### src/hw/rtl/blr_pkg.sv
// blr_pkg: shared constants and types for the line rasteriser.
// No dependencies; imported by blr_step, the top level and blr_checker.
package blr_pkg;

  localparam int ADDR_BITS   = 28;
  localparam int COLOR_BITS  = 8;
  localparam int STRIDE_BITS = 16;
  localparam int APB_DATA_BITS = 32;
  localparam int APB_ADDR_BITS = 2;

  localparam logic [STRIDE_BITS-1:0] ROW_STRIDE_RESET = 16'd16384;

  // register byte addresses
  localparam logic [APB_ADDR_BITS-1:0] REG_ROW_STRIDE = 2'd0;

  // item modes
  localparam logic MODE_START = 1'b0;
  localparam logic MODE_STEP  = 1'b1;

  // per-line direction and status flags
  typedef struct packed {
    logic active;
    logic col_negative;
    logic row_negative;
    logic col_major;
  } line_ctrl_t;

endpackage

### src/hw/rtl/blr_step.sv
// blr_step: combinational Bresenham setup and single-step update.
// Depends on blr_pkg (line_ctrl_t, mode codes).
module blr_step
  import blr_pkg::*;
#(
  parameter int COORD_BITS = 12
) (
  input  logic                  mode,
  input  logic [COORD_BITS-1:0] start_x,
  input  logic [COORD_BITS-1:0] start_y,
  input  logic [COORD_BITS-1:0] end_x,
  input  logic [COORD_BITS-1:0] end_y,
  input  logic [COORD_BITS-1:0] cur_col,
  input  logic [COORD_BITS-1:0] cur_row,
  input  logic [COORD_BITS-1:0] target_major,
  input  logic [COORD_BITS:0]   twice_major_delta,
  input  logic [COORD_BITS:0]   twice_minor_delta,
  input  logic signed [COORD_BITS+2:0] error_balance,
  input  line_ctrl_t            ctrl,
  output logic                  emit,
  output logic                  last,
  output logic [COORD_BITS-1:0] cur_col_next,
  output logic [COORD_BITS-1:0] cur_row_next,
  output logic [COORD_BITS-1:0] target_major_next,
  output logic [COORD_BITS:0]   twice_major_delta_next,
  output logic [COORD_BITS:0]   twice_minor_delta_next,
  output logic signed [COORD_BITS+2:0] error_balance_next,
  output line_ctrl_t            ctrl_next
);

  localparam int EB = COORD_BITS + 3;

  logic                  col_neg, row_neg, col_major_s;
  logic [COORD_BITS-1:0] dx, dy, dmaj, dmin;
  logic [COORD_BITS-1:0] step_col, step_row, major;
  logic                  minor_move;
  logic signed [EB-1:0]  err_sub;

  always_comb begin
    // line setup
    col_neg     = end_x < start_x;
    row_neg     = end_y < start_y;
    dx          = col_neg ? start_x - end_x : end_x - start_x;
    dy          = row_neg ? start_y - end_y : end_y - start_y;
    col_major_s = dx >= dy;
    dmaj        = col_major_s ? dx : dy;
    dmin        = col_major_s ? dy : dx;

    // one step along the major axis, minor axis when the balance is non-negative
    minor_move = !error_balance[EB-1];
    step_col   = ctrl.col_negative ? cur_col - 1'b1 : cur_col + 1'b1;
    step_row   = ctrl.row_negative ? cur_row - 1'b1 : cur_row + 1'b1;
    err_sub    = minor_move ? $signed({2'b00, twice_major_delta}) : '0;

    ctrl_next              = ctrl;
    cur_col_next           = cur_col;
    cur_row_next           = cur_row;
    target_major_next      = target_major;
    twice_major_delta_next = twice_major_delta;
    twice_minor_delta_next = twice_minor_delta;
    error_balance_next     = error_balance;
    emit                   = 1'b0;

    if (mode == MODE_START) begin
      emit                   = 1'b1;
      ctrl_next.col_negative = col_neg;
      ctrl_next.row_negative = row_neg;
      ctrl_next.col_major    = col_major_s;
      cur_col_next           = start_x;
      cur_row_next           = start_y;
      target_major_next      = col_major_s ? end_x : end_y;
      twice_major_delta_next = {dmaj, 1'b0};
      twice_minor_delta_next = {dmin, 1'b0};
      error_balance_next     = $signed({2'b00, dmin, 1'b0}) - $signed({3'b000, dmaj});
    end else if (ctrl.active) begin
      emit = 1'b1;
      if (ctrl.col_major) begin
        cur_col_next = step_col;
        cur_row_next = minor_move ? step_row : cur_row;
      end else begin
        cur_row_next = step_row;
        cur_col_next = minor_move ? step_col : cur_col;
      end
      error_balance_next = error_balance - err_sub
                         + $signed({2'b00, twice_minor_delta});
    end

    major = ctrl_next.col_major ? cur_col_next : cur_row_next;
    last  = major == target_major_next;
    if (emit) begin
      ctrl_next.active = !last;
    end
  end

endmodule

### src/hw/rtl/bresenham_line_rasterizer_unit.sv
// bresenham_line_rasterizer_unit: top level of the Bresenham line rasteriser.
// Depends on blr_pkg and blr_step.
//
// Usage
//   Item channel (item_valid / item_stall): one word per line command. A word
//   with mode 0 starts a line from (start_x, start_y) to (end_x, end_y) in the
//   given colour; mode 1 asks for the next pixel of the current line. A step
//   word while no line is active is taken and produces nothing; a start word
//   during a line drops the old line.
//   Pixel channel (pixel_valid / pixel_stall): one word per pixel with its
//   byte address row*row_stride + col*4 (low 28 bits), its coordinates, the
//   BGRA bytes and last_pixel on the line's final endpoint.
//   APB port: row_stride at byte address 0; the user must write it only while idle, as the block has no check for this.
// Timing
//   One word accepted per cycle while pixel_stall is low. The step
//   stage (add and compare on the line state) registers the pixel, then the
//   address stage (one row*stride multiply) registers the output word.
// Reset
//   rst (synchronous) empties both stages, marks no line active and loads
//   row_stride with 16384.
// Stall
//   While pixel_stall is high the output word holds; the step stage still
//   takes one more word, after which item_stall rises until the output moves.
module bresenham_line_rasterizer_unit
  import blr_pkg::*;
#(
  parameter int COORD_BITS = 12
) (
  input  logic                     clk,
  input  logic                     rst,
  // item channel
  input  logic                     item_valid,
  output logic                     item_stall,
  input  logic                     mode,
  input  logic [COORD_BITS-1:0]    start_x,
  input  logic [COORD_BITS-1:0]    start_y,
  input  logic [COORD_BITS-1:0]    end_x,
  input  logic [COORD_BITS-1:0]    end_y,
  input  logic [COLOR_BITS-1:0]    color_red,
  input  logic [COLOR_BITS-1:0]    color_green,
  input  logic [COLOR_BITS-1:0]    color_blue,
  input  logic [COLOR_BITS-1:0]    color_alpha,
  // pixel channel
  output logic                     pixel_valid,
  input  logic                     pixel_stall,
  output logic [ADDR_BITS-1:0]     pixel_address,
  output logic [COORD_BITS-1:0]    pixel_x,
  output logic [COORD_BITS-1:0]    pixel_y,
  output logic [COLOR_BITS-1:0]    out_blue,
  output logic [COLOR_BITS-1:0]    out_green,
  output logic [COLOR_BITS-1:0]    out_red,
  output logic [COLOR_BITS-1:0]    out_alpha,
  output logic                     last_pixel,
  // configuration port
  input  logic                     psel,
  input  logic                     penable,
  input  logic                     pwrite,
  input  logic [APB_ADDR_BITS-1:0] paddr,
  input  logic [APB_DATA_BITS-1:0] pwdata,
  output logic [APB_DATA_BITS-1:0] prdata,
  output logic                     pready
);

  localparam int EB = COORD_BITS + 3;
  // wide enough for row*stride + col*4 and for the address field
  localparam int SUM_BITS = (COORD_BITS + STRIDE_BITS + 1 > ADDR_BITS)
                          ? COORD_BITS + STRIDE_BITS + 1 : ADDR_BITS;

  // configuration
  logic [STRIDE_BITS-1:0] row_stride;

  // line state
  line_ctrl_t             ctrl, ctrl_next;
  logic [COORD_BITS-1:0]  cur_col, cur_col_next;
  logic [COORD_BITS-1:0]  cur_row, cur_row_next;
  logic [COORD_BITS-1:0]  target_major, target_major_next;
  logic [COORD_BITS:0]    twice_major_delta, twice_major_delta_next;
  logic [COORD_BITS:0]    twice_minor_delta, twice_minor_delta_next;
  logic signed [EB-1:0]   error_balance, error_balance_next;
  logic [COLOR_BITS-1:0]  held_red, held_green, held_blue, held_alpha;
  logic [COLOR_BITS-1:0]  red_next, green_next, blue_next, alpha_next;

  // step stage
  logic                   a_valid;
  logic [COORD_BITS-1:0]  a_x, a_y;
  logic [COLOR_BITS-1:0]  a_red, a_green, a_blue, a_alpha;
  logic                   a_last;

  logic                   emit, last;
  logic                   accept, b_load;
  logic [SUM_BITS-1:0]    addr_sum;

  // APB: always ready, single register
  assign pready = 1'b1;
  assign prdata = APB_DATA_BITS'(row_stride);

  always_ff @(posedge clk) begin
    if (rst) begin
      row_stride <= ROW_STRIDE_RESET;
    end else if (psel && penable && pwrite && paddr == REG_ROW_STRIDE) begin
      row_stride <= pwdata[STRIDE_BITS-1:0];
    end
  end

  // Handshake: the output register loads when empty or draining; the step
  // stage takes a word when it is empty or moving on.
  assign b_load     = !pixel_valid || !pixel_stall;
  assign item_stall = a_valid && !b_load;
  assign accept     = item_valid && !item_stall;

  blr_step #(
    .COORD_BITS(COORD_BITS)
  ) u_step (
    .mode                   (mode),
    .start_x                (start_x),
    .start_y                (start_y),
    .end_x                  (end_x),
    .end_y                  (end_y),
    .cur_col                (cur_col),
    .cur_row                (cur_row),
    .target_major           (target_major),
    .twice_major_delta      (twice_major_delta),
    .twice_minor_delta      (twice_minor_delta),
    .error_balance          (error_balance),
    .ctrl                   (ctrl),
    .emit                   (emit),
    .last                   (last),
    .cur_col_next           (cur_col_next),
    .cur_row_next           (cur_row_next),
    .target_major_next      (target_major_next),
    .twice_major_delta_next (twice_major_delta_next),
    .twice_minor_delta_next (twice_minor_delta_next),
    .error_balance_next     (error_balance_next),
    .ctrl_next              (ctrl_next)
  );

  // a start word brings a new colour, a step keeps the held one
  always_comb begin
    if (mode == MODE_START) begin
      red_next   = color_red;
      green_next = color_green;
      blue_next  = color_blue;
      alpha_next = color_alpha;
    end else begin
      red_next   = held_red;
      green_next = held_green;
      blue_next  = held_blue;
      alpha_next = held_alpha;
    end
  end

  // line state: only the control flags get a reset, a start loads the rest
  always_ff @(posedge clk) begin
    if (rst) begin
      ctrl <= '0;
    end else if (accept) begin
      ctrl <= ctrl_next;
    end
  end

  always_ff @(posedge clk) begin
    if (accept) begin
      cur_col           <= cur_col_next;
      cur_row           <= cur_row_next;
      target_major      <= target_major_next;
      twice_major_delta <= twice_major_delta_next;
      twice_minor_delta <= twice_minor_delta_next;
      error_balance     <= error_balance_next;
      held_red          <= red_next;
      held_green        <= green_next;
      held_blue         <= blue_next;
      held_alpha        <= alpha_next;
    end
  end

  // step stage register
  always_ff @(posedge clk) begin
    if (rst) begin
      a_valid <= 1'b0;
    end else if (accept) begin
      a_valid <= emit;
    end else if (b_load) begin
      a_valid <= 1'b0;
    end
  end

  always_ff @(posedge clk) begin
    if (accept) begin
      a_x     <= cur_col_next;
      a_y     <= cur_row_next;
      a_red   <= red_next;
      a_green <= green_next;
      a_blue  <= blue_next;
      a_alpha <= alpha_next;
      a_last  <= last;
    end
  end

  // address stage: one multiply, wrap to the address width
  assign addr_sum = SUM_BITS'(a_y) * SUM_BITS'(row_stride)
                  + SUM_BITS'({a_x, 2'b00});

  always_ff @(posedge clk) begin
    if (rst) begin
      pixel_valid <= 1'b0;
    end else if (b_load) begin
      pixel_valid <= a_valid;
    end
  end

  always_ff @(posedge clk) begin
    if (b_load) begin
      pixel_address <= addr_sum[ADDR_BITS-1:0];
      pixel_x       <= a_x;
      pixel_y       <= a_y;
      out_blue      <= a_blue;
      out_green     <= a_green;
      out_red       <= a_red;
      out_alpha     <= a_alpha;
      last_pixel    <= a_last;
    end
  end

endmodule

### config.mk
export PLATFORM = sky130hd
export DESIGN_NAME = bresenham_line_rasterizer_unit
export DESIGN_NICKNAME = d
export VERILOG_FILES = /design/src/hw/rtl/blr_pkg.sv /design/src/hw/rtl/blr_step.sv /design/src/hw/rtl/bresenham_line_rasterizer_unit.sv
export SDC_FILE = /design/constraint.sdc
export NUM_CORES = 1
export LEC_CHECK = 0
export BUFFER_PORTS_ARGS = -buffer_cell sky130_fd_sc_hd__buf_2
export CORE_ASPECT_RATIO = 1.4
export CORE_UTILIZATION = 51
export DETAILED_ROUTE_END_ITERATION = 6
export GPL_TIMING_DRIVEN = 0
export PLACE_DENSITY = 0.74
export SKIP_LAST_GASP = 1
export SYNTH_ARGS = -nofsm -noshare
export SYNTH_HDL_FRONTEND = slang
export SYNTH_HIERARCHICAL = 1
export SYNTH_SLANG_ARGS = --single-unit
export TNS_END_PERCENT = 10
### constraint.sdc
create_clock -name clk -period 7.4 [get_ports clk]
set_input_delay 0 -clock clk [delete_from_list [all_inputs] [get_ports clk]]
set_output_delay 0 -clock clk [all_outputs]
set_load 0.1 [all_outputs]
==> results of run 1 <==
through the flow:
stage | hold slack, ns | util, % | cells
final | 0.0313 | 60.4 | 3026
after global routing | 0.0646 | 60.4 | 3025
after CTS | 0.00295 | 60.1 | 3022
after detailed placement | 0.178 | 56.3 | 2908
after global placement | 0.177 | 56.1 | 2906
after floorplan | 0.0691 | - | 2170
flip-flops by register name, indices dropped and copies added (netlist names), 4 cells and up:
signal	cells
out_red	8
a_blue	8
twice_major_delta	13
a_alpha	8
twice_minor_delta	13
a_green	8
pixel_address	28
ctrl	4
out_blue	8
a_x	12
pixel_y	12
out_alpha	8
a_y	12
out_green	8
pixel_x	12
error_balance	15
row_stride	16
a_red	8
target_major	12
worst register-to-register path, delay by kind of cell (launching register included):
family	cells	cell delay [ns]
flops	1	0.60
simple gates	1	0.26
xor+xnor	1	0.15
fa+ha+maj	6	2.83
buf+inv	5	0.53
compound gates	5	1.47
worst max path at each step:
stage | from | endpoint | slack (ns)
after CTS | end_y[0] | error_balance[12] | -0.04
final | end_y[0] | error_balance[12] | 0.27
after detailed placement | end_y[0] | error_balance[12] | -2.19
after global placement | end_y[0] | error_balance[12] | -2.20
after floorplan | end_x[0] | error_balance[12] | 0.28
after global routing | end_y[0] | error_balance[12] | -0.03
what timing repair did:
item / in CTS / in global routing
gates resized for setup: 16 / 21
pin swaps: 0 / 6
hold endpoints to repair: 87 / 0
hold buffers: 75 / 0
setup endpoints to repair: 11 / 7
gates cloned: 0 / 0
setup buffers: 0 / 4
logic make-up (layout without fill, tap and decap cells):
group                      count (synthesis)  after routing  synth area share, %
DFF                                      217            217                 30.9
xor gates and xnor gates                  92             92                 4.00
other                                      2             18               0.0369
buffers and inverters                    453            780                 8.84
adders and majority gates                340            340                 27.2
muxes                                     55             55                 2.86
and+or+nand+nor                          572            572                 13.2
AOI/OAI and AO/OA                        424            424                 12.9
layout make-up:
| class | instances | area (um2) | area share (%) |
|---|---|---|---|
| multi-input combinational | 1500 | 12400 | 52.3 |
| sequential | 217 | 6300 | 26.5 |
| timing repair buffer | 289 | 1880 | 7.90 |
| inverter | 363 | 1370 | 5.74 |
| tap | 528 | 661 | 2.78 |
| clock buffer | 27 | 611 | 2.57 |
| buffer | 87 | 442 | 1.86 |
| clock inverter | 14 | 91.3 | 0.384 |
| antenna | 1 | 2.50 | 0.0105 |
cells in the final DEF (no fill, tap or decap), drive strengths merged, types with 17 or more instances in the layout:
cell type / n
xor2: 31
and2: 101
dlygate4sd3: 75
clkbuf: 84
nor2b: 23
ha: 164
edfxtp: 195
xnor2: 61
o21ai: 113
conb: 17
dfxtp: 22
a21oi: 163
mux2i: 39
nand2: 251
nor2: 114
nor3: 17
a21o: 35
inv: 362
fa: 172
buf: 244
layer usage:
metal / wire length, um / track usage (%) / part of all wire [%] / vias up
met5: 0 / 0 / 0 / -
met2: 29500 / 52.9 / 54 / 506
met4: 3180 / 14.9 / 5.8 / 0
met1: 19400 / 28.8 / 36 / 7958
met3: 2460 / 2.64 / 4.5 / 176
li1: - / - / - / 7782
where the power goes:
part	total (mW)	switching (mW)	internal [mW]
Sequential	1.67	0.0929	1.57
Combinational	3.58	2.30	1.28
Clock	1.08	0.485	0.593
Total	6.32	2.87	3.45
==> out/qor.yml, run 1 <==
status:
  status: "complete, no violations"
sta:
  grt_setup_unrepaired: "true"
  setup_viol: 0
  max_freq_ghz: 0.140
  final_hold_viol_count: 0
  period_share_pct: 96.4
  fin_crit_ns: 7.13
  setup_ws_ns: 0.267
  slew_headroom_pct: 37.4
  fin_setup_tns_ns: 0
  worst_pin_slew_ns: 0.929
  drv_slew: 0
  skew_ns: 0.0222
route:
  drt-total-wl_um: 54600
  first_pass_iters: 7
  drc_errors: 0
  vias: 16400
  vias_per_cell: 5.43
  ant_nets: 0
  drt_iter0_markers: 1027
  wl_per_cell_um: 18.0
die:
  core_area_um2: 39400
  die_area_um2: 40700
  ios: 242
  num_rows: 86
  start_util_pct: 51.7
  die_w_um: 171
  die_h_um: 238
setup_path:
  end_kind: "flop"
  path_class: "in -> reg"
  path_max_fanout: 19
  path_depth: 36
  cp_slowest_cell: "or4_4"
  required_ns: 7.65
  worstReg2RegStart: "a_y[0]"
  worstReg2RegEnd: "pixel_address[21]"
  crit_arrival_ns: 7.38
  rrSetupSlack_ns: 1.30
  critPathTopFamily: "compound AO/OA/AOI/OAI gates"
  ff2ff_path_depth: 18
  critPathBufInv: 8
  crit_path_start_kind: "input pin"
  slowest_delay_ns: 0.57
grt:
  grt-ovfl-total: 0
  antenna_found_initial: 0
  grt_pass1_vias: 17000
  grt_usage_pct: 27.5
  grt_pass1_wl_um: 86200
  grt_max_degree: 73
finish:
  drive_above_1_share_pct: 13.6
  finalInstanceArea_um2: 23800
  fillers: 3446
  area_growth_pct: 16.8
  fin_nets: 2939
pwr:
  vdd.ir_drop.worst_mv: 0.175
  p_leak_nw: 11.1
  p_per_area_nw_per_um2: 266
  power.total_mw: 6.32
clock_tree:
  cts.clk_slew.worst_paths_ns: 0.06
  htreeDepth: 1
  cts.sinks: 217
  cts_root_buf: "clkbuf_16"
  tritoncts: "built"
  clock_latency_ns: 0.53
  clockBufferDepth: 3
  numCtsBuffers: 23
logic_synthesis:
  ys_top_cells_by_area: "edfxtp_1 (29%), fa_1 (17%), ha_1 (10%), inv_1 (6.7%), nand2_1 (4.6%)"
  synth.distinct_cells: 88
  netlist.area_leader.share_pct: 28.8
  synthMostInstantiatedCell: "inv_1"
  synth_edf_count: 195
  synth-seq-cells: 217
  syn-cell-area_um2: 20300
  yosys.area.top_type: "edfxtp_1"
  ys.flop_type: "edfxtp_1"
  syn_inst: 2155
  synth_seq_area_share_pct: 30.9
  async_flop_share_pct: 0
  synth.top_cells.by_count: "inv_1 (361), nand2_1 (250), edfxtp_1 (195)"
  yosysWarnings: 6
  syn_area_per_cell_um2: 9.44
placed_design:
  io_buffers: 208
  gp_congestion: 0.929
  dp_hpwl_um: 44000
  place_area_um2: 22200
  dp_slack_ns: -2.19
worst_hold_path:
  min-delay-start: "start_x[10]"
  min_path_cells: 3
  hold_path_end: "a_x[10]"
  min_path_type: "in -> reg"
job:
  cap_viol_max_count: 0
Note: power is estimated with default switching activity, not from simulation.
==> inputs of run 2 (changes only) <==
GPL_TIMING_DRIVEN = default   (was 0)
SETUP_SLACK_MARGIN = 0.4   (was default)
==> run 2 against run 1 <==
Against the previous run: combinational power shrank 4%; wire length decreased by 6.9%; final area down 0.76%; first-iteration DRC count decreased by 11%; largest cell class unchanged; largest power group unchanged.
==> out/qor.yml, run 2 (same netlist as run 1, synthesis figures left out) <==
die:
  die_area_um2: 40700  # unchanged
  ios: 242  # unchanged
  die_h_um: 238  # unchanged
  die_w_um: 171  # unchanged
  num_rows: 86  # unchanged
  start_util_pct: 51.7  # unchanged
  core_area_um2: 39400  # unchanged
sta:
  grt_setup_unrepaired: "false"  # was true
  setup_ws_ns: 0.786  # was 0.267 ns
  skew_ns: 0.0148  # was 0.0222 ns
  max_freq_ghz: 0.151  # was 0.140 GHz
  drv_slew: 0  # unchanged
  period_share_pct: 89.4  # was 96.4%
  fin_crit_ns: 6.61  # was 7.13 ns
  slew_headroom_pct: 25.3  # was 37.4%
  worst_pin_slew_ns: 1.12  # was 0.929 ns
  fin_setup_tns_ns: 0  # unchanged
  setup_viol: 0  # unchanged
  final_hold_viol_count: 0  # unchanged
setup_path:
  slowest_delay_ns: 0.52  # was 0.57 ns
  crit_arrival_ns: 6.86  # was 7.38 ns
  end_kind: "flop"  # unchanged
  cp_slowest_cell: "dlygate4sd3_1"  # was or4_4
  required_ns: 7.65  # about the same
  path_class: "in -> reg"  # unchanged
  path_max_fanout: 5  # was 19
  crit_path_start_kind: "input pin"  # unchanged
finish:
  regMostFlops: "pixel_address"  # unchanged
  largest_register_ffs: 28  # unchanged
  top_regs: "pixel_address x28, row_stride x16, error_balance x15"  # unchanged
  diodes: 0  # was 1
  area_growth_pct: 16.0  # was 16.8%
  layout_commonest_cell: "inv_1"  # unchanged
  drive_above_1_share_pct: 12.9  # was 13.6%
  most-common-layout-cells: "inv_1 (360), nand2_1 (249), buf_2 (207)"  # was inv_1 (360), nand2_1 (248), buf_2 (212)
  fin_nets: 2887  # was 2939
pwr:
  p_leak_nw: 11.1  # about the same
  vdd.ir_drop.worst_mv: 0.162  # was 0.175 mV
  p_per_area_nw_per_um2: 265  # was 266 nW/um2
clock_tree:
  clockBufferDepth: 3  # unchanged
  clock_latency_ns: 0.54  # was 0.53 ns
  numCtsBuffers: 23  # unchanged
  tritoncts: "built"  # unchanged
  htreeDepth: 1  # unchanged
  cts_root_buf: "clkbuf_16"  # unchanged
  cts.clk_slew.worst_paths_ns: 0.06  # about the same
  cts.sinks: 217  # unchanged
placed_design:
  dp_slack_ns: -0.0742  # was -2.19 ns
  gp_congestion: 0.947  # was 0.929
  dp_hpwl_um: 39100  # was 44000 um
  io_buffers: 208  # unchanged
grt:
  grt_pass1_vias: 16400  # was 17000
  grt_max_degree: 105  # was 73
  grt_pass1_wl_um: 80900  # was 86200 um
  grt_usage_pct: 25.2  # was 27.5%
  grt-ovfl-total: 0  # unchanged
  antenna_found_initial: 0  # unchanged
worst_hold_path:
  min_path_type: "in -> reg"  # unchanged
route:
  first_pass_iters: 6  # was 7
  drc_errors: 0  # unchanged
  drt_iter0_markers: 913  # was 1027
  drt-total-wl_um: 50800  # was 54600 um
  ant_nets: 0  # unchanged
  vias: 16100  # was 16400
  wl_per_cell_um: 17.1  # was 18.0 um
  vias_per_cell: 5.43  # about the same
status:
  status: "complete, no violations"  # unchanged
job:
  cap_viol_max_count: 0  # unchanged
[run 2: layer usage]
metal | GRT usage [%] | part of all wire (%) | up-vias
met4 | 12.4 | 4.7 | 0
met1 | 27.6 | 38 | 7827
met2 | 48.0 | 53 | 485
met3 | 2.34 | 3.9 | 166
met5 | 0 | 0 | -
li1 | - | - | 7646
[run 2: repair_timing]
| action | 4_1_cts | 5_1_grt |
|---|---|---|
| gates resized for setup | 0 | 15 |
| hold buffers | 94 | 0 |
| endpoints found under the setup margin | 0 | 6 |
| endpoints found under the hold margin | 75 | 0 |
| setup buffers | 0 | 5 |
[run 2: power by group]
part	leakage [nW]	switching, mW	internal (mW)
Combinational	8.57	2.18	1.26
Clock	0.343	0.477	0.645
Sequential	2.14	0.116	1.58
Total	11.1	2.77	3.48
[run 2: worst paths after layout]
kind                       endpoint  startpoint  cells after the start  slack (ns)
hold reg to reg         out_blue[5]   a_blue[5]                      0        0.41
setup reg to reg  pixel_address[21]      a_y[0]                     17        1.52
setup / recovery  error_balance[10]  start_x[0]                     31        0.79
hold / removal      target_major[3]    end_x[3]                      3        0.03
[run 2: cell type report]
cell class | instances | area (um2)
clock buffer | 30 | 602
clock inverter | 10 | 115
sequential | 217 | 6300
inverter | 363 | 1360
tap | 528 | 661
fill | 3363 | 15800
timing repair buffer | 324 | 2150
multi-input combinational | 1500 | 12400
[run 2: worst max-delay path: cells and delay by family]
kind,cells,cell delay [ns]
adders and majority gates,4,1.11
and+or+nand+nor,4,0.54
xor gates and xnor gates,2,0.39
muxes,1,0.37
buffers and inverters,3,0.71
AOI/OAI and AO/OA,17,3.75
[run 2: stage by stage]
step	area (um2)	hold WS, ns	util, %	power (mW)	cells
detailed placement	21800	0.178	55.4	5.03	2833
finish	23600	0.0314	59.9	6.25	2972
floorplan	20400	0.0691	-	4.33	2170
CTS	23500	0.00625	59.6	6.21	2967
global route	23600	0.0280	59.9	6.68	2972
global placement	21800	0.177	55.4	4.92	2833
==> inputs of run 3 (changes only) <==
ABC_AREA = 1   (was default)
CTS_BUF_LIST = sky130_fd_sc_hd__clkbuf_8   (was default)
PLACE_DENSITY = 0.73   (was 0.74)
SKIP_LAST_GASP = default   (was 1)
==> run 3 against run 2 <==
Against the previous run: synthesized cell count grew 40%; first-iteration DRC count up 27%; clock power down 12%; total power is 2.7% higher; highest routed layer unchanged; via count up 23%.
==> out/qor.yml, run 3 <==
sta:
  fin_crit_ns: 5.48  # was 6.61 ns
  grt_setup_unrepaired: "false"  # unchanged
  skew_ns: 0.0525  # was 0.0148 ns
  period_share_pct: 74.1  # was 89.4%
  drv_slew: 0  # unchanged
  worst_pin_slew_ns: 0.944  # was 1.12 ns
  fin_setup_tns_ns: 0  # unchanged
  setup_viol: 0  # unchanged
  final_hold_viol_count: 0  # unchanged
  slew_headroom_pct: 36.9  # was 25.3%
  max_freq_ghz: 0.182  # was 0.151 GHz
  setup_ws_ns: 1.92  # was 0.786 ns
logic_synthesis:
  ys.flop_type: "edfxtp_1"  # unchanged
  syn_inst: 3010  # was 2155
  yosysWarnings: 6  # unchanged
  synth_seq_area_share_pct: 27.8  # was 30.9%
  yosys.area_share.adder_pct: 24.2  # was 27.2%
  synthXorXnorAreaFrac_pct: 1.78  # was 4.00%
  synth_edf_count: 195  # unchanged
  muxShareOfSynthArea_pct: 0  # was 2.86%
  synth.top_cells.by_count: "nand2_1 (922), inv_1 (692), edfxtp_1 (195)"  # was inv_1 (361), nand2_1 (250), edfxtp_1 (195)
  synth_top_family_by_area: "simple AND/OR/NAND/NOR gates"  # was adder cells
  async_flop_share_pct: 0  # unchanged
  ys_top_cells_by_area: "edfxtp_1 (26%), nand2_1 (15%), fa_1 (15%), inv_1 (11%), ha_1 (9.1%)"  # was edfxtp_1 (29%), fa_1 (17%), ha_1 (10%), inv_1 (6.7%), nand2_1 (4.6%)
  netlist.area_leader.share_pct: 25.8  # was 28.8%
  synth.distinct_cells: 52  # was 88
  synth-seq-cells: 217  # unchanged
  syn_area_per_cell_um2: 7.53  # was 9.44 um2
  synth-simple-area-share_pct: 25.5  # was 13.2%
  synth_compound_area_share_pct: 6.66  # was 12.9%
  synthMostInstantiatedCell: "nand2_1"  # was inv_1
  syn-cell-area_um2: 22700  # was 20300 um2
  yosys.area.top_type: "edfxtp_1"  # unchanged
finish:
  most-common-layout-cells: "nand2_1 (921), inv_1 (700), buf_2 (208)"  # was inv_1 (360), nand2_1 (249), buf_2 (207)
  area_growth_pct: 12.4  # was 16.0%
  top_regs: "pixel_address x28, row_stride x16, error_balance x15"  # unchanged
  largest_register_ffs: 28  # unchanged
  fillers: 4062  # was 3363
  regMostFlops: "pixel_address"  # unchanged
  layout_commonest_cell: "nand2_1"  # was inv_1
  drive_above_1_share_pct: 11.8  # was 12.9%
  fin_nets: 3720  # was 2887
placed_design:
  dp_slack_ns: 1.85  # was -0.0742 ns
  dp_hpwl_um: 49400  # was 39100 um
  io_buffers: 208  # unchanged
  gp_congestion: 0.934  # was 0.947
setup_path:
  slowest_delay_ns: 0.51  # was 0.52 ns
  timing.critical_path.from: "start_x[0]"  # unchanged
  ff2ff_path_depth: 20  # was 17
  path_class: "in -> reg"  # unchanged
  worstReg2RegEnd: "pixel_address[23]"  # was pixel_address[21]
  crit_top_cell: "nand2_1"
  worstReg2RegStart: "a_y[6]"  # was a_y[0]
  rrSetupSlack_ns: 2.10  # was 1.52 ns
  path_depth: 30  # was 31
  critPathBufInv: 6  # was 3
  critical_path.endpoint: "a_last"  # was error_balance[10]
  crit_path_start_kind: "input pin"  # unchanged
  path_max_fanout: 44  # was 5
  end_kind: "flop"  # unchanged
  crit_arrival_ns: 5.90  # was 6.86 ns
  required_ns: 7.82  # was 7.65 ns
  critPathTopFamily: "simple AND/OR/NAND/NOR gates"  # was compound AO/OA/AOI/OAI gates
  cp_slowest_cell: "dlygate4sd3_1"  # unchanged
die:
  die_area_um2: 45300  # was 40700 um2
  num_rows: 91  # was 86
  die_w_um: 180  # was 171 um
  ios: 242  # unchanged
  start_util_pct: 51.6  # was 51.7%
  die_h_um: 251  # was 238 um
  core_area_um2: 43900  # was 39400 um2
grt:
  grt_max_degree: 79  # was 105
  grt_pass1_vias: 20400  # was 16400
  antenna_found_initial: 1  # was 0
  grt-ovfl-total: 0  # unchanged
  grt_usage_pct: 27.9  # was 25.2%
  grt_pass1_wl_um: 99600  # was 80900 um
route:
  maxUsedRoutingLayer: "met4"  # unchanged
  wl_per_cell_um: 16.2  # was 17.1 um
  met3_length_um: 2700  # was 1980 um
  drt-total-wl_um: 62300  # was 50800 um
  vias_per_cell: 5.16  # was 5.43
  wl_met2_um: 33100  # was 27100 um
  drt-met1-wl_um: 22200  # was 19400 um
  drt_iter0_markers: 1155  # was 913
  drc_errors: 0  # unchanged
  ant_nets: 0  # unchanged
  vias: 19800  # was 16100
  first_pass_iters: 7  # was 6
status:
  status: "complete, no violations"  # unchanged
clock_tree:
  clock_latency_ns: 0.58  # was 0.54 ns
  cts.sinks: 217  # unchanged
  clockBufferDepth: 3  # unchanged
  numCtsBuffers: 34  # was 23
  tritoncts: "built"  # unchanged
  cts_root_buf: "clkbuf_8"  # was clkbuf_16
  cts.clk_slew.worst_paths_ns: 0.07  # was 0.06 ns
  htreeDepth: 2  # was 1
  post-cts-setup-buffer-count: 0  # unchanged
worst_hold_path:
  min-delay-start: "start_x[6]"  # was end_x[3]
  min_path_type: "in -> reg"  # unchanged
job:
  cap_viol_max_count: 0  # unchanged
pwr:
  vdd.ir_drop.worst_mv: 0.183  # was 0.162 mV
  p_leak_nw: 14.0  # was 11.1 nW
  p_per_area_nw_per_um2: 252  # was 265 nW/um2
run 3: cell count changes in the layout (fill, tap and decap cells not counted), moves of 32 or more:
cell / before / now
xnor2_1: 60 / 18
a21o_1: 35 / 3
clkbuf_8: 0 / 34
nand3_1: 16 / 164
mux2i_1: 35 / 0
a21oi_1: 162 / 102
nand2_2: 0 / 64
and2_1: 99 / 2
inv_1: 360 / 700
nand2_1: 249 / 921
run 3: logic make-up after synthesis:
family	Yosys count
AND/OR/NAND/NOR	1343
buffers and inverters	802
adder cells (fa/ha/maj)	336
AO/OA/AOI/OAI	264
flip-flops	217
XOR/XNOR	46
other	2
run 3: power breakdown:
group | total [mW] | switching [mW] | internal [mW]
clock network | 0.980 | 0.508 | 0.472
registers | 1.68 | 0.118 | 1.56
logic | 3.76 | 2.62 | 1.15
run 3: metrics by stage:
step                      hold slack, ns  utilization [%]  area (um2)  total power [mW]  std cells
after floorplan                   0.0691                -       22700              4.58       3025
after global placement             0.178             54.6       24000              5.27       3696
after detailed placement           0.178             54.6       24000              5.36       3696
after CTS                        0.00353             58.0       25500              6.40       3843
after global routing              0.0133             58.0       25500              6.91       3844
final                             0.0134             58.0       25500              6.42       3844
run 3: timing repair:
item | CTS | global route
setup endpoints to repair | 0 | 0
hold buffers | 88 | 0
gates resized for setup | 0 | 0
hold endpoints to repair | 87 | 0
run 3: cell type report:
type	instances	area, um2	area share (%)
flip-flops and latches	217	6300	24.7
well taps	558	698	2.74
inverters	701	2630	10.3
multi-input cells	2006	13300	52.1
clock buffers	34	468	1.84
repair buffers	302	1970	7.72
clock inverters	25	151	0.594
diodes	1	2.50	0.00982
run 3: how the worst min path moves through the flow:
stage | slack (ns) | depth (start not counted) | endpoint
after floorplan | 0.07 | 1 | pixel_valid
after global placement | 0.18 | 1 | a_green[5]
after detailed placement | 0.18 | 1 | a_alpha[4]
after CTS | 0.004 | 3 | a_x[6]
after global routing | 0.01 | 3 | a_x[6]
final | 0.01 | 3 | a_x[6]
run 3: worst min-delay path, stage by stage:
cell     delay (ns)
buf_2          0.11
inv_1          0.09
a22oi_1        0.15
run 3: routing by layer:
metal	vias up	global-route usage (%)
li1	9704	-
met1	9264	28.1
met3	233	2.70
met5	-	0
met4	0	18.4
met2	643	53.9
